File: src/rtl/nvrs_pkg.sv
// Shared types, constants and helper functions of the nearest value request scheduler.
package nvrs_pkg;

  localparam int MaxEntries    = 16;
  localparam int MaxRequesters = 16;
  localparam int ValueBits     = 10;

  localparam int IdxW    = $clog2(MaxEntries);
  localparam int CntW    = $clog2(MaxEntries + 1);
  localparam int ReqW    = $clog2(MaxRequesters);
  localparam int ReqCntW = $clog2(MaxRequesters + 1);
  localparam int CfgW    = 5;
  localparam int CfgAddrW = 1;
  localparam int DistW   = ValueBits + 1;
  localparam int LastW   = ValueBits + 1;
  localparam int ScanW   = $clog2(MaxEntries + 1);

  // Register indexes of the configuration port.
  localparam logic [CfgAddrW-1:0] CFG_CAPACITY  = 1'b0;
  localparam logic [CfgAddrW-1:0] CFG_REQ_COUNT = 1'b1;

  // Request modes.
  localparam logic MODE_POST = 1'b0;
  localparam logic MODE_DONE = 1'b1;

  typedef enum logic [1:0] {
    STATUS_OK       = 2'd0,
    STATUS_PENDING  = 2'd1,
    STATUS_FULL     = 2'd2,
    STATUS_INACTIVE = 2'd3
  } status_e;

  typedef enum logic [2:0] {
    S_IDLE,
    S_CHECK,
    S_SCAN,
    S_SERVE,
    S_FINISH
  } state_e;

  typedef struct packed {
    logic [ReqW-1:0]      req;
    logic [ValueBits-1:0] val;
  } entry_t;

  // Best candidate travelling down the chain of cells.
  typedef struct packed {
    logic             found;
    logic [DistW-1:0] span;
    logic [IdxW-1:0]  idx;
    entry_t           entry;
  } best_t;

  // Controls broadcast from the sequencer to every cell.
  typedef struct packed {
    logic                    insert;
    logic                    shift;
    logic [IdxW-1:0]         pick;
    logic [CntW-1:0]         count;
    entry_t                  new_entry;
    logic signed [LastW-1:0] last;
  } cell_ctrl_t;

  typedef struct packed {
    status_e              status;
    logic                 served;
    logic [ReqW-1:0]      served_req;
    logic [ValueBits-1:0] served_val;
  } result_t;

  function automatic logic [CntW-1:0] sat_capacity(logic [CfgW-1:0] raw);
    logic [CntW-1:0] res;
    if (raw == '0) begin
      res = CntW'(1);
    end else if (int'(raw) > MaxEntries) begin
      res = CntW'(MaxEntries);
    end else begin
      res = CntW'(raw);
    end
    return res;
  endfunction

  function automatic logic [ReqCntW-1:0] sat_requesters(logic [CfgW-1:0] raw);
    logic [ReqCntW-1:0] res;
    if (raw == '0) begin
      res = ReqCntW'(1);
    end else if (int'(raw) > MaxRequesters) begin
      res = ReqCntW'(MaxRequesters);
    end else begin
      res = ReqCntW'(raw);
    end
    return res;
  endfunction

endpackage

File: src/rtl/nvrs_if.sv
// Handshake channel interfaces of the nearest value request scheduler.
interface nvrs_in_if;
  logic                          valid;
  logic                          ready;
  logic                          mode;
  logic [nvrs_pkg::ReqW-1:0]     requester;
  logic [nvrs_pkg::ValueBits-1:0] order_value;

  modport source (output valid, mode, requester, order_value, input ready);
  modport sink   (input valid, mode, requester, order_value, output ready);
endinterface

interface nvrs_out_if;
  logic                           valid;
  logic                           ready;
  logic [1:0]                     status;
  logic                           served;
  logic [nvrs_pkg::ReqW-1:0]      served_requester;
  logic [nvrs_pkg::ValueBits-1:0] served_value;

  modport source (output valid, status, served, served_requester, served_value, input ready);
  modport sink   (input valid, status, served, served_requester, served_value, output ready);
endinterface

interface nvrs_cfg_if;
  logic                          valid;
  logic                          ready;
  logic [nvrs_pkg::CfgAddrW-1:0] addr;
  logic [nvrs_pkg::CfgW-1:0]     data;

  modport source (output valid, addr, data, input ready);
  modport sink   (input valid, addr, data, output ready);
endinterface

File: src/rtl/nvrs_cell.sv
// One board slot: holds an entry, shifts and loads it, and folds it into the nearest search.
module nvrs_cell (
  input  logic                      clk_i,
  input  logic                      rst_ni,
  input  logic [nvrs_pkg::IdxW-1:0] idx_i,
  input  nvrs_pkg::cell_ctrl_t      ctrl_i,
  input  nvrs_pkg::entry_t          next_i,
  input  nvrs_pkg::best_t           best_i,
  output nvrs_pkg::entry_t          entry_o,
  output nvrs_pkg::best_t           best_o
);

  nvrs_pkg::entry_t entry_q, entry_d;
  nvrs_pkg::best_t  best_q, best_d;

  logic                             occupied;
  logic signed [nvrs_pkg::LastW:0]  diff;
  logic [nvrs_pkg::DistW-1:0]       span;

  always_comb begin
    occupied = int'(idx_i) < int'(ctrl_i.count);
    diff = $signed({2'b00, entry_q.val}) -
           $signed({ctrl_i.last[nvrs_pkg::LastW-1], ctrl_i.last});
    span = diff[nvrs_pkg::LastW] ? nvrs_pkg::DistW'(-diff) : nvrs_pkg::DistW'(diff);

    entry_d = entry_q;
    if (ctrl_i.shift && (idx_i >= ctrl_i.pick)) begin
      entry_d = next_i;
    end else if (ctrl_i.insert && (int'(idx_i) == int'(ctrl_i.count))) begin
      entry_d = ctrl_i.new_entry;
    end

    // Strict compare keeps the older entry on equal distance.
    best_d = best_i;
    if (occupied && (!best_i.found || (span < best_i.span))) begin
      best_d.found = 1'b1;
      best_d.span  = span;
      best_d.idx   = idx_i;
      best_d.entry = entry_q;
    end
  end

  always_ff @(posedge clk_i) begin
    entry_q <= entry_d;
  end

  always_ff @(posedge clk_i or negedge rst_ni) begin
    if (!rst_ni) begin
      best_q <= '0;
    end else begin
      best_q <= best_d;
    end
  end

  assign entry_o = entry_q;
  assign best_o  = best_q;

endmodule

File: src/rtl/nearest_value_request_scheduler.sv
// Top level of the nearest value request scheduler: sequencer, bookkeeping and cell chain.
//
// Requests enter on in_ch (mode, requester, order_value) and one result per request
// leaves on out_ch (status, served, served_requester, served_value). Both channels
// transfer when valid and ready are high at a rising clock edge. cfg_ch writes the
// board capacity (addr 0) and the requester count (addr 1, which also reloads the
// active counter); it is always ready and is meant to be used while the block is idle.
// The board lives in a chain of cells. The nearest-value search is a wave that moves
// one cell per cycle. A request that serves an entry passes through the states check,
// scan (until the wave has passed every cell), serve and finish; a request that serves
// nothing goes from check straight to finish. The finish state loads the result. One
// request is worked on at a time; in_ch is ready again right after the result is loaded
// into the output register, so a new request is accepted only once the last is done.
// If the receiver stalls, the result waits in the output register while the next
// request is already accepted and processed; that request then holds in its final
// step until the output register is free.
// Reset empties the board, clears the pending and finished masks, sets both
// registers to 16, the active counter to 16 and the last served value to minus one.
module nearest_value_request_scheduler (
  input  logic          clk_i,
  input  logic          rst_ni,
  nvrs_in_if.sink       in_ch,
  nvrs_out_if.source    out_ch,
  nvrs_cfg_if.sink      cfg_ch
);

  localparam logic [nvrs_pkg::ScanW-1:0] ScanLast = nvrs_pkg::ScanW'(nvrs_pkg::MaxEntries - 1);

  nvrs_pkg::state_e                    state_q, state_d;
  logic [nvrs_pkg::CfgW-1:0]           cap_q, cap_d;
  logic [nvrs_pkg::CfgW-1:0]           reqc_q, reqc_d;
  logic [nvrs_pkg::ReqCntW-1:0]        active_q, active_d;
  logic [nvrs_pkg::CntW-1:0]           count_q, count_d;
  logic [nvrs_pkg::MaxRequesters-1:0]  pending_q, pending_d;
  logic [nvrs_pkg::MaxRequesters-1:0]  finished_q, finished_d;
  logic signed [nvrs_pkg::LastW-1:0]   last_q, last_d;
  logic [nvrs_pkg::ScanW-1:0]          scan_q, scan_d;
  nvrs_pkg::result_t                   res_q, res_d;
  nvrs_pkg::result_t                   out_res_q, out_res_d;
  logic                                out_valid_q, out_valid_d;

  logic [nvrs_pkg::CntW-1:0]           eff_cap;
  logic [nvrs_pkg::ReqCntW-1:0]        eff_req;
  logic                                known;
  logic                                serve_cond;
  nvrs_pkg::cell_ctrl_t                ctrl;
  nvrs_pkg::entry_t                    entries [nvrs_pkg::MaxEntries];
  nvrs_pkg::best_t                     bests   [nvrs_pkg::MaxEntries];
  nvrs_pkg::best_t                     best_last;

  assign best_last = bests[nvrs_pkg::MaxEntries-1];

  always_comb begin
    eff_cap = nvrs_pkg::sat_capacity(cap_q);
    eff_req = nvrs_pkg::sat_requesters(reqc_q);
    known   = int'(in_ch.requester) < int'(eff_req);
    // count >= min(active, capacity) is the same as reaching either one.
    serve_cond = (count_q != '0) &&
                 ((int'(count_q) >= int'(active_q)) || (int'(count_q) >= int'(eff_cap)));

    state_d     = state_q;
    cap_d       = cap_q;
    reqc_d      = reqc_q;
    active_d    = active_q;
    count_d     = count_q;
    pending_d   = pending_q;
    finished_d  = finished_q;
    last_d      = last_q;
    scan_d      = scan_q;
    res_d       = res_q;
    out_res_d   = out_res_q;
    out_valid_d = out_valid_q;

    ctrl           = '0;
    ctrl.count     = count_q;
    ctrl.last      = last_q;
    ctrl.pick      = best_last.idx;
    ctrl.new_entry.req = in_ch.requester;
    ctrl.new_entry.val = in_ch.order_value;

    in_ch.ready  = (state_q == nvrs_pkg::S_IDLE);
    cfg_ch.ready = 1'b1;

    if (out_ch.ready) begin
      out_valid_d = 1'b0;
    end

    case (state_q)
      nvrs_pkg::S_IDLE: begin
        if (in_ch.valid) begin
          res_d = '0;
          if (!known || finished_q[in_ch.requester]) begin
            res_d.status = nvrs_pkg::STATUS_INACTIVE;
          end else if (pending_q[in_ch.requester]) begin
            res_d.status = nvrs_pkg::STATUS_PENDING;
          end else if (in_ch.mode == nvrs_pkg::MODE_POST) begin
            if (count_q >= eff_cap) begin
              res_d.status = nvrs_pkg::STATUS_FULL;
            end else begin
              res_d.status = nvrs_pkg::STATUS_OK;
              ctrl.insert  = 1'b1;
              count_d      = count_q + nvrs_pkg::CntW'(1);
              pending_d[in_ch.requester] = 1'b1;
            end
          end else begin
            res_d.status = nvrs_pkg::STATUS_OK;
            finished_d[in_ch.requester] = 1'b1;
            if (active_q != '0) begin
              active_d = active_q - nvrs_pkg::ReqCntW'(1);
            end
          end
          state_d = nvrs_pkg::S_CHECK;
        end
      end
      nvrs_pkg::S_CHECK: begin
        if (serve_cond) begin
          scan_d  = '0;
          state_d = nvrs_pkg::S_SCAN;
        end else begin
          state_d = nvrs_pkg::S_FINISH;
        end
      end
      nvrs_pkg::S_SCAN: begin
        // Give the search wave time to pass through every cell.
        scan_d = scan_q + nvrs_pkg::ScanW'(1);
        if (scan_q == ScanLast) begin
          state_d = nvrs_pkg::S_SERVE;
        end
      end
      nvrs_pkg::S_SERVE: begin
        ctrl.shift       = 1'b1;
        count_d          = count_q - nvrs_pkg::CntW'(1);
        pending_d[best_last.entry.req] = 1'b0;
        last_d           = $signed({1'b0, best_last.entry.val});
        res_d.served     = 1'b1;
        res_d.served_req = best_last.entry.req;
        res_d.served_val = best_last.entry.val;
        state_d          = nvrs_pkg::S_FINISH;
      end
      nvrs_pkg::S_FINISH: begin
        if (!out_valid_q || out_ch.ready) begin
          out_res_d   = res_q;
          out_valid_d = 1'b1;
          state_d     = nvrs_pkg::S_IDLE;
        end
      end
      default: begin
        state_d = nvrs_pkg::S_IDLE;
      end
    endcase

    if (cfg_ch.valid) begin
      case (cfg_ch.addr)
        nvrs_pkg::CFG_CAPACITY: begin
          cap_d = cfg_ch.data;
        end
        nvrs_pkg::CFG_REQ_COUNT: begin
          reqc_d   = cfg_ch.data;
          active_d = nvrs_pkg::sat_requesters(cfg_ch.data);
        end
        default: begin
          cap_d = cap_q;
        end
      endcase
    end
  end

  always_ff @(posedge clk_i or negedge rst_ni) begin
    if (!rst_ni) begin
      state_q     <= nvrs_pkg::S_IDLE;
      cap_q       <= nvrs_pkg::CfgW'(nvrs_pkg::MaxEntries);
      reqc_q      <= nvrs_pkg::CfgW'(nvrs_pkg::MaxRequesters);
      active_q    <= nvrs_pkg::ReqCntW'(nvrs_pkg::MaxRequesters);
      count_q     <= '0;
      pending_q   <= '0;
      finished_q  <= '0;
      last_q      <= '1;
      scan_q      <= '0;
      out_valid_q <= 1'b0;
    end else begin
      state_q     <= state_d;
      cap_q       <= cap_d;
      reqc_q      <= reqc_d;
      active_q    <= active_d;
      count_q     <= count_d;
      pending_q   <= pending_d;
      finished_q  <= finished_d;
      last_q      <= last_d;
      scan_q      <= scan_d;
      out_valid_q <= out_valid_d;
    end
  end

  always_ff @(posedge clk_i) begin
    res_q     <= res_d;
    out_res_q <= out_res_d;
  end

  for (genvar g = 0; g < nvrs_pkg::MaxEntries; g++) begin : g_cell
    nvrs_pkg::best_t  best_in;
    nvrs_pkg::entry_t next_in;

    if (g == 0) begin : g_head
      assign best_in = '0;
    end else begin : g_link
      assign best_in = bests[g-1];
    end

    if (g == nvrs_pkg::MaxEntries - 1) begin : g_tail
      assign next_in = '0;
    end else begin : g_next
      assign next_in = entries[g+1];
    end

    nvrs_cell u_cell (
      .clk_i   (clk_i),
      .rst_ni  (rst_ni),
      .idx_i   (nvrs_pkg::IdxW'(g)),
      .ctrl_i  (ctrl),
      .next_i  (next_in),
      .best_i  (best_in),
      .entry_o (entries[g]),
      .best_o  (bests[g])
    );
  end

  assign out_ch.valid            = out_valid_q;
  assign out_ch.status           = out_res_q.status;
  assign out_ch.served           = out_res_q.served;
  assign out_ch.served_requester = out_res_q.served_req;
  assign out_ch.served_value     = out_res_q.served_val;

endmodule
File: src/flat_wrapper.sv
// flat-port wrapper written by rule: the top's interface ports become plain ports
module nearest_value_request_scheduler_flat 
  (clk_i, rst_ni, in_ch_valid, in_ch_mode, in_ch_requester, in_ch_order_value, in_ch_ready, out_ch_valid, out_ch_status, out_ch_served, out_ch_served_requester, out_ch_served_value, out_ch_ready, cfg_ch_valid, cfg_ch_addr, cfg_ch_data, cfg_ch_ready);
  nvrs_in_if in_ch_i ();
  nvrs_out_if out_ch_i ();
  nvrs_cfg_if cfg_ch_i ();
  input  logic clk_i;
  input  logic rst_ni;
  input wire logic [$bits(in_ch_i.valid)-1:0] in_ch_valid;
  input wire logic [$bits(in_ch_i.mode)-1:0] in_ch_mode;
  input wire logic [$bits(in_ch_i.requester)-1:0] in_ch_requester;
  input wire logic [$bits(in_ch_i.order_value)-1:0] in_ch_order_value;
  output wire logic [$bits(in_ch_i.ready)-1:0] in_ch_ready;
  output wire logic [$bits(out_ch_i.valid)-1:0] out_ch_valid;
  output wire logic [$bits(out_ch_i.status)-1:0] out_ch_status;
  output wire logic [$bits(out_ch_i.served)-1:0] out_ch_served;
  output wire logic [$bits(out_ch_i.served_requester)-1:0] out_ch_served_requester;
  output wire logic [$bits(out_ch_i.served_value)-1:0] out_ch_served_value;
  input wire logic [$bits(out_ch_i.ready)-1:0] out_ch_ready;
  input wire logic [$bits(cfg_ch_i.valid)-1:0] cfg_ch_valid;
  input wire logic [$bits(cfg_ch_i.addr)-1:0] cfg_ch_addr;
  input wire logic [$bits(cfg_ch_i.data)-1:0] cfg_ch_data;
  output wire logic [$bits(cfg_ch_i.ready)-1:0] cfg_ch_ready;
  assign in_ch_i.valid = in_ch_valid;
  assign in_ch_i.mode = in_ch_mode;
  assign in_ch_i.requester = in_ch_requester;
  assign in_ch_i.order_value = in_ch_order_value;
  assign in_ch_ready = in_ch_i.ready;
  assign out_ch_valid = out_ch_i.valid;
  assign out_ch_status = out_ch_i.status;
  assign out_ch_served = out_ch_i.served;
  assign out_ch_served_requester = out_ch_i.served_requester;
  assign out_ch_served_value = out_ch_i.served_value;
  assign out_ch_i.ready = out_ch_ready;
  assign cfg_ch_i.valid = cfg_ch_valid;
  assign cfg_ch_i.addr = cfg_ch_addr;
  assign cfg_ch_i.data = cfg_ch_data;
  assign cfg_ch_ready = cfg_ch_i.ready;
  nearest_value_request_scheduler u_core (.clk_i(clk_i), .rst_ni(rst_ni), .in_ch(in_ch_i), .out_ch(out_ch_i), .cfg_ch(cfg_ch_i));
endmodule
File: config.mk
export PLATFORM = sky130hd
export DESIGN_NAME = nearest_value_request_scheduler_flat
export DESIGN_NICKNAME = d
export VERILOG_FILES = /design/src/rtl/nvrs_pkg.sv /design/src/rtl/nvrs_if.sv /design/src/rtl/nvrs_cell.sv /design/src/rtl/nearest_value_request_scheduler.sv /design/src/flat_wrapper.sv
export SDC_FILE = /design/constraint.sdc
export NUM_CORES = 2
export LEC_CHECK = 0
export ABC_AREA = 1
export BUFFER_PORTS_ARGS = -buffer_cell sky130_fd_sc_hd__buf_2
export CORE_MARGIN = 2
export CORE_UTILIZATION = 55
export DETAILED_ROUTE_END_ITERATION = 12
export GPL_ROUTABILITY_DRIVEN = 0
export PLACE_DENSITY = 0.81
export SLEW_MARGIN = 20
export SYNTH_ARGS = -nofsm -noshare
export SYNTH_HDL_FRONTEND = slang
export SYNTH_SLANG_ARGS = --single-unit
export TNS_END_PERCENT = 100
File: constraint.sdc
create_clock -name clk_i -period 5.4 [get_ports clk_i]
set_clock_uncertainty 0.15 [all_clocks]
set_input_delay 1.08 -clock clk_i [delete_from_list [all_inputs] [get_ports clk_i]]
set_output_delay 1.08 -clock clk_i [all_outputs]
set_load 0.05 [all_outputs]
==> results by group <==
Yosys
  – Yosys top cell area share: 0.2740
  – Async SR Flop Fraction: 0.6705
  – #FFs+latches synth: 783
  – Synth Area per Inst: 7.841 sq um
  – Net Count, Synth: 6,343
  – Most frequent cells after synthesis: 1,793 x nand2_1, 899 x inv_1, 655 x o21ai_0
  – Synth area leader: dfrtp_1
  – Sequential share of the synthesized area: 0.4448
  – Synthesized cell area: 46,680 sq um
  – Most common cell in the netlist: nand2_1
  – Synthesis Warnings: 0
  – Mapped Cells: 5,953
  – Ranking of synthesized cells by area: dfrtp_1 27%, edfxtp_1 16%, nand2_1 14%
  – Post-synthesis cell type count: 51
  – Post-synth EDFFs: 244
  – Ys flop type: dfrtp_1

Outcome
  – Status: complete, no violations

Timing
  – Max_slew headroom: 0.2242
  – Final Max Slew Viols: 0
  – Final period utilization: 0.9523
  – Tightest Pin Transition: 1.162 ns
  – Fmax: 194.5 MHz
  – Setup violators final: 0
  – Period minus WS final: 5.143 ns
  – Hold Vio Cnt, Final: 0

Critical path
  – CP startpoint kind: register
  – Critical path startpoint: u_core.last_q[7]
  – CP arrival: 5.51 ns
  – Worst Setup EP: u_core.g_cell[14].u_cell.best_o[3]
  – R2r endpoint: u_core.g_cell[14].u_cell.best_o[3]
  – R2R depth: 23
  – WP data required: 5.76 ns
  – FF-to-FF Start: u_core.last_q[7]
  – Worst R2R Setup Slack: 0.26 ns
  – CP Class: register to register
  – Critical Path End Type: register
  – Worst-path maximum fanout: 15

Floorplan
  – Row cnt: 106
  – Starting Density: 0.5569
  – Core area: 83,820 sq um
  – Io pins: 46
  – Die X: 295.3 um
  – Die Span Y: 295.3 um
  – Die area: 87,210 sq um

Global routing
  – Total GRT Usage: 0.2944
  – Vias in the first global route: 37,920
  – GRT busiest layer: met2
  – Largest net degree at the start of global routing: 112
  – M2 GR Usage: 0.4642
  – Met1 GRT Util: 0.3925
  – First-pass GRT wire length: 202,000 um
  – Initial antenna violation count: 8
  – GR Layer Usage met3: 0.05939
  – Grt total ovfl: 0

Detailed routing
  – WL/cell: 17.87 um
  – Routed WL: 128,800 um
  – DRC violations left: 0
  – Via/cell ratio: 5.612
  – Via Count: 40,460
  – Drt pass-1 iters: 8
  – DR iter-0 viols: 5,001
  – Post-route antenna net violation count: 0

Placed design
  – # port buffers: 44
  – Post-detail-place hpwl: 93,110 um
  – Placed cell areas: 48,350 sq um
  – Placed cells: 7,050

Final layout
  – P&R area growth vs syn: 9.730%
  – Sequential cell area: 20,770 sq um
  – Layout Cells excl Fill: 7,210
  – Nets: 6,395
  – Area of the multi-input gates: 21,830 sq um
  – Layout fillers: 6,930
  – Post-route cell area: 51,220 sq um
  – Layout cells sized above 1: 0.05747

Clocking
  – # clock sinks: 783
  – CTS H-tree depth: 3
  – Worst-case clock buffer depth: 3
  – Register clock-pin slew on the reported worst setup and hold paths: 0.06 ns
  – TritonCTS Buffers: 82
  – CTS root buf: clkbuf_16
  – Clk_lat worst skew: 0.66 ns
  – CTS tree: done

Worst hold path
  – Hold/Removal Path Class: register to register

Flow run
  – Max_cap viols: 0
-- state kept, by name, indices dropped and copies added (netlist names) --
name / cells
u_core.out_ch.served_value: 10
u_core.cap_q: 5
u_core.last_q: 11
u_core.active_q: 5
u_core.out_ch.served_requester: 4
u_core.out_ch.valid: 1
u_core.count_q: 5
u_core.g_cell.u_cell.entry_o: 224
u_core.out_ch.served: 1
u_core.reqc_q: 5
u_core.scan_q: 5
u_core.out_ch.status: 2
u_core.g_cell.u_cell.best_o: 453
u_core.finished_q: 16
u_core.res_q: 17
u_core.pending_q: 16
u_core.state_q: 3
-- what timing repair did --
item                                    4_1_cts  5_1_grt
gates resized for setup                       0        3
endpoints found under the setup margin        0       40
hold buffers                                  0        0
buffers inserted                              0        4
-- routing by layer --
metal	vias to the layer above	wire length, um
met2	2043	57670
met5	-	0
met4	0	6431
li1	19150	-
met1	18870	51840
met3	406	12910
-- how the worst min path moves through the flow --
stage / startpoint / end / cells after the start
after floorplan: u_core.res_q[14] / u_core.out_ch.served / 0
after global placement: u_core.res_q[13] / u_core.out_ch.served_requester[3] / 0
after detailed placement: u_core.res_q[9] / u_core.out_ch.served_value[9] / 0
after CTS: u_core.res_q[13] / u_core.out_ch.served_requester[3] / 0
after global routing: u_core.res_q[10] / u_core.out_ch.served_requester[0] / 0
final: u_core.res_q[13] / u_core.out_ch.served_requester[3] / 0
-- cell families after synthesis --
kind of cell | after synthesis | share of synthesized area
xor+xnor | 181 | 0.03396
simple gates | 2585 | 0.2253
compound gates | 965 | 0.1080
other cells | 1 | 0.00008034
buf+inv | 1074 | 0.08768
flops | 783 | 0.4448
fa+ha+maj | 364 | 0.1001
-- cell type report --
| cell class | instances | share of cell area |
|---|---|---|
| antenna | 3 | 0.0001466 |
| sequential | 783 | 0.4054 |
| timing repair inverter | 1 | 0.0001466 |
| clock buffer | 105 | 0.04395 |
| tap | 1134 | 0.02770 |
| multi-input combinational | 4096 | 0.4262 |
| clock inverter | 47 | 0.01099 |
| inverter | 914 | 0.06710 |
| timing repair buffer | 127 | 0.01837 |
-- per-stage QoR --
stage	util	hold WS, ns	setup TNS, ns	setup WS [ns]
global route	0.6110	0.2714	-0.02605	-0.01390
finish	0.6111	0.2622	0	0.2574
floorplan	-	0.2503	0	0.8549
detailed placement	0.5769	0.2552	0	0.4517
global placement	0.5769	0.2533	0	0.5890
CTS	0.6104	0.2663	0	0.3358
-- critical path, stage by stage (launching register included) --
cell,delay (ns)
dfstp_2,0.51
inv_1,0.46
ha_1,0.56
inv_1,0.09
nor3_1,0.23
o21ai_0,0.12
nand3_1,0.13
nand2_1,0.06
nand2_1,0.18
clkinv_1,0.27
nand2_1,0.15
xor2_1,0.23
ha_1,0.29
a21oi_1,0.12
o21ai_0,0.10
nand2_1,0.07
o2111ai_1,0.09
nand2_1,0.07
inv_1,0.03
nor2_1,0.41
clkinvlp_4,0.23
buf_4,0.24
nand2_1,0.08
o21ai_0,0.10
-- cell usage in the layout, fill, tap and decap left out, drive strengths merged, types with 25 or more instances in the layout --
cell    instances
dfrtp         511
edfxtp        244
inv           918
buf           127
or2            45
nor2          331
clkbuf        105
o21ai         671
a21oi         222
nand2        1795
nand4          57
xor2          146
nand3         312
xnor2          35
ha            348
nor3           25
clkinv         31
Power is left out: the tool's default activity adds up to more than one toggle a clock period on the data nets, which glitch-free logic cannot reach.
